<file path="config.mk">
export PLATFORM = sky130hd
export DESIGN_NAME = stable_event_priority_queue_unit
export DESIGN_NICKNAME = d
export VERILOG_FILES = /design/src/hdl/sepq_pkg.sv /design/src/hdl/sepq_cell.sv /design/src/hdl/stable_event_priority_queue_unit.sv
export SDC_FILE = /design/constraint.sdc
export NUM_CORES = 2
export LEC_CHECK = 0
export BUFFER_PORTS_ARGS = -buffer_cell sky130_fd_sc_hd__clkbuf_2
export CAP_MARGIN = 20
export CORE_MARGIN = 4
export CORE_UTILIZATION = 47
export CTS_CLUSTER_SIZE = 10
export DETAILED_ROUTE_END_ITERATION = 10
export GPL_TIMING_DRIVEN = 0
export PLACE_DENSITY = 0.59
export SYNTH_ARGS = -nofsm -noshare
export SYNTH_HDL_FRONTEND = slang
export SYNTH_SLANG_ARGS = --single-unit
</file>
<file path="constraint.sdc">
create_clock -name clk_i -period 11.1 [get_ports clk_i]
set_input_delay 1.11 -clock clk_i [delete_from_list [all_inputs] [get_ports clk_i]]
set_output_delay 1.11 -clock clk_i [all_outputs]
set_load 0.02 [all_outputs]
</file>
<file path="src/hdl/sepq_pkg.sv">
// sepq_pkg: shared types and constants of the stable event priority queue
// used by sepq_cell and stable_event_priority_queue_unit, no dependencies

package sepq_pkg;

  // number of slots in the cell chain
  localparam int unsigned Depth = 16;
  // width of the held entry counter, holds 0 .. Depth
  localparam int unsigned CntW = $clog2(Depth + 1);

  // field widths of the request and result items
  localparam int unsigned TimeW   = 32;
  localparam int unsigned PrioW   = 8;
  localparam int unsigned HandleW = 16;
  localparam int unsigned CountW  = 5;
  localparam int unsigned StatusW = 2;

  // request kinds
  localparam logic KindInsert = 1'b0;
  localparam logic KindRemove = 1'b1;

  // result status codes
  localparam logic [StatusW-1:0] StatusOk    = 2'd0;
  localparam logic [StatusW-1:0] StatusEmpty = 2'd1;
  localparam logic [StatusW-1:0] StatusFull  = 2'd2;

  // one queue entry
  typedef struct packed {
    logic [TimeW-1:0]   ev_time;
    logic [PrioW-1:0]   prio;
    logic [HandleW-1:0] handle;
  } entry_t;

  // what a cell shows to its neighbors
  typedef struct packed {
    logic   occ;
    logic   stays;
    entry_t entry;
  } cell_view_t;

  // operation broadcast to every cell
  typedef struct packed {
    logic   ins;
    logic   pop;
    entry_t new_entry;
  } cell_ctrl_t;

endpackage

</file>
<file path="src/hdl/sepq_cell.sv">
// sepq_cell: one slot of the sorted shift chain
// depends on sepq_pkg for the entry, view and control types

module sepq_cell (
  input  logic                clk_i,
  input  logic                rst_ni,
  input  sepq_pkg::cell_ctrl_t ctrl_i,
  input  sepq_pkg::cell_view_t left_i,
  input  sepq_pkg::cell_view_t right_i,
  output sepq_pkg::cell_view_t view_o,
  output sepq_pkg::entry_t     entry_d_o,
  output logic                occ_d_o
);

  sepq_pkg::entry_t entry_q, entry_d;
  logic             occ_q, occ_d;
  logic             stays;

  // held entry keeps its place when its key is equal or smaller
  always_comb begin
    stays = occ_q &&
            ((entry_q.ev_time < ctrl_i.new_entry.ev_time) ||
             ((entry_q.ev_time == ctrl_i.new_entry.ev_time) &&
              (entry_q.prio <= ctrl_i.new_entry.prio)));
  end

  // insert shifts toward the tail, pop shifts toward the head
  always_comb begin
    entry_d = entry_q;
    occ_d   = occ_q;
    if (ctrl_i.ins) begin
      occ_d = occ_q | left_i.occ;
      if (!stays) begin
        entry_d = left_i.stays ? ctrl_i.new_entry : left_i.entry;
      end
    end else if (ctrl_i.pop) begin
      entry_d = right_i.entry;
      occ_d   = right_i.occ;
    end
  end

  // occupancy is control state, entry payload needs no reset
  always_ff @(posedge clk_i or negedge rst_ni) begin
    if (!rst_ni) begin
      occ_q <= 1'b0;
    end else begin
      occ_q <= occ_d;
    end
  end

  always_ff @(posedge clk_i) begin
    entry_q <= entry_d;
  end

  assign view_o.occ   = occ_q;
  assign view_o.stays = stays;
  assign view_o.entry = entry_q;
  assign entry_d_o    = entry_d;
  assign occ_d_o      = occ_d;

endmodule

</file>
<file path="src/hdl/stable_event_priority_queue_unit.sv">
// stable_event_priority_queue_unit: top level of the bounded event queue
// depends on sepq_pkg and sepq_cell
//
// usage:
//   s_axis carries requests: tuser is the kind (insert or remove head),
//   tdata the time, tie priority and handle of an inserted entry.
//   m_axis carries one result per request: tuser is the status
//   (ok, remove on empty, insert on full dropped), tdata the popped entry,
//   the head entry after the step and the entry count.
//   the queue is a row of Depth cells kept sorted by (time, priority);
//   every cell compares its entry with the new one in parallel and either
//   keeps it, takes the new entry or takes its neighbor's, so equal keys
//   leave first-in first-out.
//   the result is registered and appears in the cycle after its request is accepted.
//   throughput: one request per cycle while the receiver does not stall, set by
//   the cell row and the output register updating together on each request.
//   when the receiver stalls the result is held in the output register and
//   s_axis_tready drops until it is taken; a request is taken in the
//   same cycle the waiting result leaves.
//   reset empties the queue and clears the output valid; entry payload
//   registers are not cleared and are never read while unoccupied.

module stable_event_priority_queue_unit (
  input  logic          clk_i,
  input  logic          rst_ni,
  input  logic          s_axis_tvalid,
  output logic          s_axis_tready,
  // fields from bit 0: entry_time[31:0], entry_prio[39:32], entry_handle[55:40]
  input  logic [55:0]   s_axis_tdata,
  // fields from bit 0: kind[0]
  input  logic [0:0]    s_axis_tuser,
  output logic          m_axis_tvalid,
  input  logic          m_axis_tready,
  // fields from bit 0: removed_time[31:0], removed_handle[47:32],
  // head_valid[48], head_time[80:49], head_handle[96:81], entry_count[101:97]
  output logic [103:0]  m_axis_tdata,
  // fields from bit 0: status[1:0]
  output logic [1:0]    m_axis_tuser
);

  localparam int unsigned Depth = sepq_pkg::Depth;

  sepq_pkg::cell_ctrl_t ctrl;
  sepq_pkg::cell_view_t view      [Depth];
  sepq_pkg::cell_view_t left_view [Depth];
  sepq_pkg::cell_view_t right_view[Depth];
  sepq_pkg::entry_t     entry_d   [Depth];
  logic                 occ_d     [Depth];
  logic [Depth-1:0]     occ_vec;

  logic                           accept;
  logic                           is_remove;
  logic                           empty;
  logic                           full;
  logic [sepq_pkg::CntW-1:0]      count_q, count_d;

  logic                           out_valid_q;
  logic [sepq_pkg::StatusW-1:0]   status_q, status_d;
  logic [sepq_pkg::TimeW-1:0]     rem_time_q, rem_time_d;
  logic [sepq_pkg::HandleW-1:0]   rem_handle_q, rem_handle_d;
  logic                           head_valid_q;
  logic [sepq_pkg::TimeW-1:0]     head_time_q, head_time_d;
  logic [sepq_pkg::HandleW-1:0]   head_handle_q, head_handle_d;

  // request handshake and queue condition
  assign s_axis_tready = !out_valid_q || m_axis_tready;
  assign accept        = s_axis_tvalid && s_axis_tready;
  assign is_remove     = (s_axis_tuser[0] == sepq_pkg::KindRemove);
  assign empty         = !view[0].occ;
  assign full          = view[Depth-1].occ;

  // operation broadcast to the cells
  always_comb begin
    ctrl.ins               = accept && !is_remove && !full;
    ctrl.pop               = accept && is_remove && !empty;
    ctrl.new_entry.ev_time = s_axis_tdata[31:0];
    ctrl.new_entry.prio    = s_axis_tdata[39:32];
    ctrl.new_entry.handle  = s_axis_tdata[55:40];
  end

  // neighbor wiring, the head sees a staying occupied cell on its left
  always_comb begin
    for (int i = 0; i < Depth; i++) begin
      if (i == 0) begin
        left_view[i].occ   = 1'b1;
        left_view[i].stays = 1'b1;
        left_view[i].entry = '0;
      end else begin
        left_view[i] = view[i-1];
      end
      if (i == Depth - 1) begin
        right_view[i] = '0;
      end else begin
        right_view[i] = view[i+1];
      end
      occ_vec[i] = view[i].occ;
    end
  end

  // the cell row
  for (genvar g = 0; g < Depth; g++) begin : g_cell
    sepq_cell u_cell (
      .clk_i     (clk_i),
      .rst_ni    (rst_ni),
      .ctrl_i    (ctrl),
      .left_i    (left_view[g]),
      .right_i   (right_view[g]),
      .view_o    (view[g]),
      .entry_d_o (entry_d[g]),
      .occ_d_o   (occ_d[g])
    );
  end

  // entry count
  always_comb begin
    count_d = count_q;
    if (ctrl.ins) begin
      count_d = count_q + 1'b1;
    end else if (ctrl.pop) begin
      count_d = count_q - 1'b1;
    end
  end

  // result of the step
  always_comb begin
    status_d     = sepq_pkg::StatusOk;
    rem_time_d   = '0;
    rem_handle_d = '0;
    if (is_remove && empty) begin
      status_d = sepq_pkg::StatusEmpty;
    end else if (!is_remove && full) begin
      status_d = sepq_pkg::StatusFull;
    end
    if (ctrl.pop) begin
      rem_time_d   = view[0].entry.ev_time;
      rem_handle_d = view[0].entry.handle;
    end
    head_time_d   = occ_d[0] ? entry_d[0].ev_time : '0;
    head_handle_d = occ_d[0] ? entry_d[0].handle  : '0;
  end

  // control registers
  always_ff @(posedge clk_i or negedge rst_ni) begin
    if (!rst_ni) begin
      count_q     <= '0;
      out_valid_q <= 1'b0;
    end else begin
      count_q <= count_d;
      if (accept) begin
        out_valid_q <= 1'b1;
      end else if (m_axis_tready) begin
        out_valid_q <= 1'b0;
      end
    end
  end

  // result payload register
  always_ff @(posedge clk_i) begin
    if (accept) begin
      status_q      <= status_d;
      rem_time_q    <= rem_time_d;
      rem_handle_q  <= rem_handle_d;
      head_valid_q  <= occ_d[0];
      head_time_q   <= head_time_d;
      head_handle_q <= head_handle_d;
    end
  end

  // result packing
  assign m_axis_tvalid = out_valid_q;
  assign m_axis_tuser  = status_q;
  assign m_axis_tdata  = {2'b00,
                          sepq_pkg::CountW'(count_q),
                          head_handle_q,
                          head_time_q,
                          head_valid_q,
                          rem_handle_q,
                          rem_time_q};

  // occupied cells always form a prefix whose length is the count
  a_occ_prefix : assert property (@(posedge clk_i) disable iff (!rst_ni)
    occ_vec == Depth'((Depth+1)'(1) << count_q) - Depth'(1))
    else $error("occupied cells do not match entry count");

  a_count_range : assert property (@(posedge clk_i) disable iff (!rst_ni)
    count_q <= sepq_pkg::CntW'(Depth))
    else $error("entry count above depth");

  a_result_follows : assert property (@(posedge clk_i) disable iff (!rst_ni)
    accept |=> m_axis_tvalid)
    else $error("no result after accepted request");

  a_head_matches : assert property (@(posedge clk_i) disable iff (!rst_ni)
    accept |=> (m_axis_tdata[48] == (count_q != '0)))
    else $error("head valid disagrees with entry count");

endmodule
</file>
After elaboration in Yosys (flattened, before gate mapping)
Index checks and enable logic that the tools add are counted.
- output and inout bits: 108
- bits of input ports: 61
- word-level logic and storage cells: 331
- register bits after elaboration: 1017
- add/sub/neg operators: 2
- bitwise operators: 15
- muxes and demuxes: 100
- order comparisons: 32
- reductions and logical operators: 78
- equal/unequal tests: 32
- operators by type and width (kind ; count):
    $mux W56 ; 63
    $eq A32 B32 Y1 ; 16
    $lt A32 B32 Y1 ; 16
    $le A8 B8 Y1 ; 16
    $logic_and A1 B1 Y1 ; 39
    $mux W1 ; 34
    $ne A2 B2 Y1 const B ; 16
    $reduce_and A2 Y1 ; 16
    $logic_or A1 B1 Y1 ; 17
    $or A1 B1 Y1 ; 15
    $mux W5 ; 2
    $add A5 B1 Y5 const B ; 1
    $sub A5 B1 Y5 const B ; 1
    $logic_not A1 Y1 ; 4
    $reduce_bool A2 Y1 ; 2
    $mux W2 ; 1

Longest topological paths before layout
- word-level depth: 7
- mapped depth: 15
- depth with buffers taken out: 10

Cells and area by module
A second synthesis with hierarchy kept.
- cell total of the unflattened synthesis: 9980
- area total of the unflattened synthesis: 88115.8 sq um
- by module, submodules not included (module ; area each (sq um) ; sequential area each (sq um) ; times used ; cells each):
    sepq_cell at g_cell[0].u_cell ... ; 5157.4 ; 1146.1 ; 11 ; 587
    sepq_cell at g_cell[6].u_cell ... ; 5530.3 ; 1146.1 ; 4 ; 673
    sepq_cell at g_cell[13].u_cell ; 5207.5 ; 1146.1 ; 1 ; 585
    stable_event_priority_queue_unit ; 4055.1 ; 3123.0 ; 1 ; 246

Worst setup path after synthesis
Ideal clock, no wire load.
- kind: input port to flip-flop
- start: input s_axis_tdata[13]
- end: register g_cell[7].u_cell.entry_q (netlist bit g_cell[7].u_cell.view_o[0]), enable pin
- data arrival time: 7309 ps
- stages on the path: 13
- required time: 10553 ps
- path buffers: 4
- library setup time: 547 ps
- path slack: 3243 ps
- cells stage by stage: clkbuf_1 -> inv_1 -> ha_1 -> nand4_1 -> nor4_1 -> o21ai_0 -> o211ai_1 -> a21oi_1 -> a41o_1 -> clkbuf_1 -> buf_4 -> buf_4 -> o21ai_0
- longest elaborated chain between the ends: 6
- elaborated cells between the ends (all ways): 7
- those cells by class: order compare (1); eq/ne (2); reduce/logical (4)
- ends and longest elaborated chain (item ; line ; source):
    start, declared ; stable_event_priority_queue_unit.sv:29 ; input logic [55:0] s_axis_tdata,
    branches (longest 2 deep; another with $lt A32 B32 Y1) ; -- ;
    $logic_or A1 B1 Y1 (*) ; sepq_cell.sv:22 ; ((entry_q.ev_time < ctrl_i.new_entry.ev_time) ||
    $logic_and A1 B1 Y1 (*) ; sepq_cell.sv:21 ; stays = occ_q &&
    $ne A2 B2 Y1 (no source line) (*) ; -- ;
    $reduce_and A2 Y1 (no source line) (*) ; -- ;
    end signal, assigned ; sepq_cell.sv:52 ; entry_q <= entry_d;
    end, declared ; sepq_cell.sv:15 ; sepq_pkg::entry_t entry_q, entry_d;
Mark *: on every way between the ends.
A chain may end at the register's enable or synchronous reset.

Final worst setup path
- start: input s_axis_tdata[30]
- end: register g_cell[6].u_cell.entry_q (netlist bit g_cell[6].u_cell.view_o[27]), enable pin
- longest elaborated chain between the ends: 6
- elaborated cells between the ends (all ways): 7
- those cells by class: order compare (1); eq/ne (2); reduce/logical (4)
- ends and longest elaborated chain (item ; line):
    branches (longest 2 deep; another with $lt A32 B32 Y1) ; --
    $logic_or A1 B1 Y1 (*) ; sepq_cell.sv:22
    $logic_and A1 B1 Y1 (*) ; sepq_cell.sv:21
    $ne A2 B2 Y1 (no source line) (*) ; --
    $reduce_and A2 Y1 (no source line) (*) ; --
    end signal, assigned ; sepq_cell.sv:52
    end, declared ; sepq_cell.sv:15
Marks and branches as above.

==> impl_results.md <==
* Post-cts sizing count at 0
* Leakage at about 30 nW
* RSZ-0062 raised after global routing: false
* Row cnt at 134
* Critical Path Start Type: primary input
* Compound-Gate Fraction of Synth Area at 14.6%
* Post-Synth XOR/XNOR Area at 0.0554%
* WP data arrival at approximately 8.1 ns
* DR WL/cell at 33.7 um
* Routed WL at 278000 um
* Number of port buffers at 159
* Final Util at 53.3%
* Hold WS at roughly 0.42 ns
* Share of Yosys cell area claimed by the top area cell type at ~45%
* DIE HEIGHT at 375 um
* Worst endpoint required time at 11.53 ns
* Hold_buf cts at 0
* Vias at between 50000 and 60000
* Worst-case reg-to-reg path depth at 11
* Top cells by area, synth: edfxtp_1 45%, ha_1 12%, mux2i_1 11%
* Worst r2r src: g_cell[6].u_cell.view_o[54]
* Period utilization at 69.2%
* Critical Path Start: s_axis_tdata[30]
* Gr ovfl total at 0
* Setup crit end: g_cell[6].u_cell.view_o[27]
* Multi-input gate area at 31200 um2
* Synth area leader: edfxtp_1
* CTS tree: done
* Hpwl dp at 209000 um
* Skew final at 0.0375 ns
* Most used DFF post-synth: edfxtp_1
* ANT nets after route at 0
* Register area share after synthesis at 47.4%
* Root Buffer: clkbuf_16
* Drt drc at 0
* Mapped Area at ~63000 um2
* Synth Area in Adders at roughly an eighth
* Clock Latency Late Sink at 0.79 ns
* H-Tree Depth at 4
* First-pass DRT Iterations at 6
* Post-Synth Simple-Gate Area at 11.7%
* Finished Layout Cells at 8229
* GP Congestion at 0.978
* Core Box Area at 133000 um2
* Reg area at 29900 um2
* Type of the tightest min-delay check: primary input to asynchronous set/reset pin
* Via/cell ratio at 6.68
* DRT iter0 DRCs at 7180
* Final Hold Violating Endpoints at 0
* Power per cell area at 225 nW/um2
* Relative slew slack at 12.5%
* Yosys cell types at 68
* Yosys reg bits at 1017
* Reg clk slew, reported paths at 0.06 ns
* Layout fillers at about 12000
* Max Slew Vio Count at 0
* Post-synth EDFFs at 947
* Max Clk Rate at between 100 and 150 MHz
* Largest net degree at the start of global routing at 55
* Initial antenna violation count at 14
* Area Overhead vs Synth at 12.6%
* Setup TNS at 0 ns
* Most frequent cells in the layout: 947 x edfxtp_1, 773 x a21oi_1, 757 x nor2_1
* Total track usage at between 30% and 40%
* Die area at 140000 um2
* Crit end category: register
* Die width at ~370 um
* Outcome: finished, final reports clean
* Cell count after synthesis at 6009
* Min cycle time layout at between 7 and 8 ns
* Avg Inst Size Synth at ~11 um2
* First-pass GRT wire length at 386000 um
* Vias in the first global route at 52100
* WS Path Type: primary input to register
* Setup-failing EPs final at 0
* IO Count at 169
* Main combinational cell family by area after synthesis: compound AO/OA/AOI/OAI gates
* Worst Path Max Fanout at 32
* Tot Pwr at roughly 16 mW
* Max VDD drop at ~0.00017 V
* Worst R2R End: g_cell[6].u_cell.view_o[27]
* Post-CTS Setup Bufs at 0
* Mux contribution to synthesized area at 10.7%
* Clock Sinks at 1017
* Worst-Margin Slew at ~1.3 ns
* Initial Util at 47.4%
* Final layout net count at ~7000
* Placed cell count at 7975
* Layout cell share with drive strength beyond 1 at 8.09%
* Total of max-cap violations at 0
* CTS Buf Count at 130
* Max clock buf depth at 3
* Commonest non-fill, non-tap cell in the layout: edfxtp_1
* Ys async rst share at 2.16%
* R2r setup slk at 4.77 ns
* Yosys warns at 0
stage by stage:
| step | cell area, um2 | setup WS [ns] |
|---|---|---|
| 4_1_cts | 71100 | 3.82 |
| 2_1_floorplan | 63200 | 3.24 |
| 3_3_place_gp | 66200 | -5.26 |
| 6_report | 71200 | 3.42 |
| 5_1_grt | 71100 | 3.68 |
| 3_5_place_dp | 67100 | 3.02 |
kinds of logic after synthesis:
logic type | count (synthesis)
AO/OA/AOI/OAI | 1496
XOR/XNOR | 4
adder cells (fa/ha/maj) | 604
buffers and inverters | 530
flip-flops | 1017
multiplexers | 675
other | 1
AND/OR/NAND/NOR | 1682
worst min-delay path by stage:
stage | end | depth (start not counted)
2_1_floorplan | g_cell[5].u_cell.occ_q | 2
6_report | count_q[4] | 1
3_3_place_gp | count_q[4] | 1
5_1_grt | count_q[4] | 1
3_5_place_dp | count_q[4] | 1
4_1_cts | count_q[4] | 1
synthesized netlist by cell type, drive strengths merged, types with 104 or more instances:
master  number
edfxtp     947
a21oi      774
nor2       757
mux2i      673
ha         603
nand2      381
clkbuf     304
o21ai      152
nand3      148
a21o       134
o211ai     126
buf        122
nor3       117
nand4      115
inv        104
per-layer routing:
metal	GRT usage, %	vias to the layer above	wire, um
li1	-	23400	-
met1	51.6	27400	112000
met2	54.6	3473	115000
met3	9.25	722	29400
met4	24.5	10	20800
met5	0	-	65
layout make-up:
class | count | share of cell area [%]
timing repair buffer | 200 | 2.15
clock inverter | 32 | 0.395
inverter | 104 | 0.555
clock buffer | 202 | 5.21
multi-input combinational | 4463 | 43.8
antenna | 17 | 0.0598
buffer | 426 | 2.69
sequential | 1017 | 42.1
tap | 1768 | 3.11
sequential cells by signal, summed over array words and instances (netlist names):
name,flops
rem_time_q,32
head_time_q,32
m_axis_tuser,2
m_axis_tvalid,1
g_cell.u_cell.occ_q,16
g_cell.u_cell.view_o,896
head_valid_q,1
rem_handle_q,16
count_q,5
head_handle_q,16
power by group:
part	total, mW	internal (mW)	switching [mW]
registers	6.00	5.27	0.731
clock network	4.12	2.35	1.78
logic	5.92	1.97	3.95
total	16.0	9.59	6.46
worst max-delay path, cell delays in order:
cell and delay (ns):
clkbuf_2 0.20, clkbuf_1 0.50, inv_1 0.56, ha_1 0.51, nand4_1 0.38, or3_1 0.57
o221ai_1 0.83, a21oi_1 0.36, o21ai_1 0.92, buf_2 0.71, buf_2 0.39, nand2_1 0.13
nand2_4 0.46, buf_16 0.28
No activity file was read; power rests on OpenSTA's default activity.
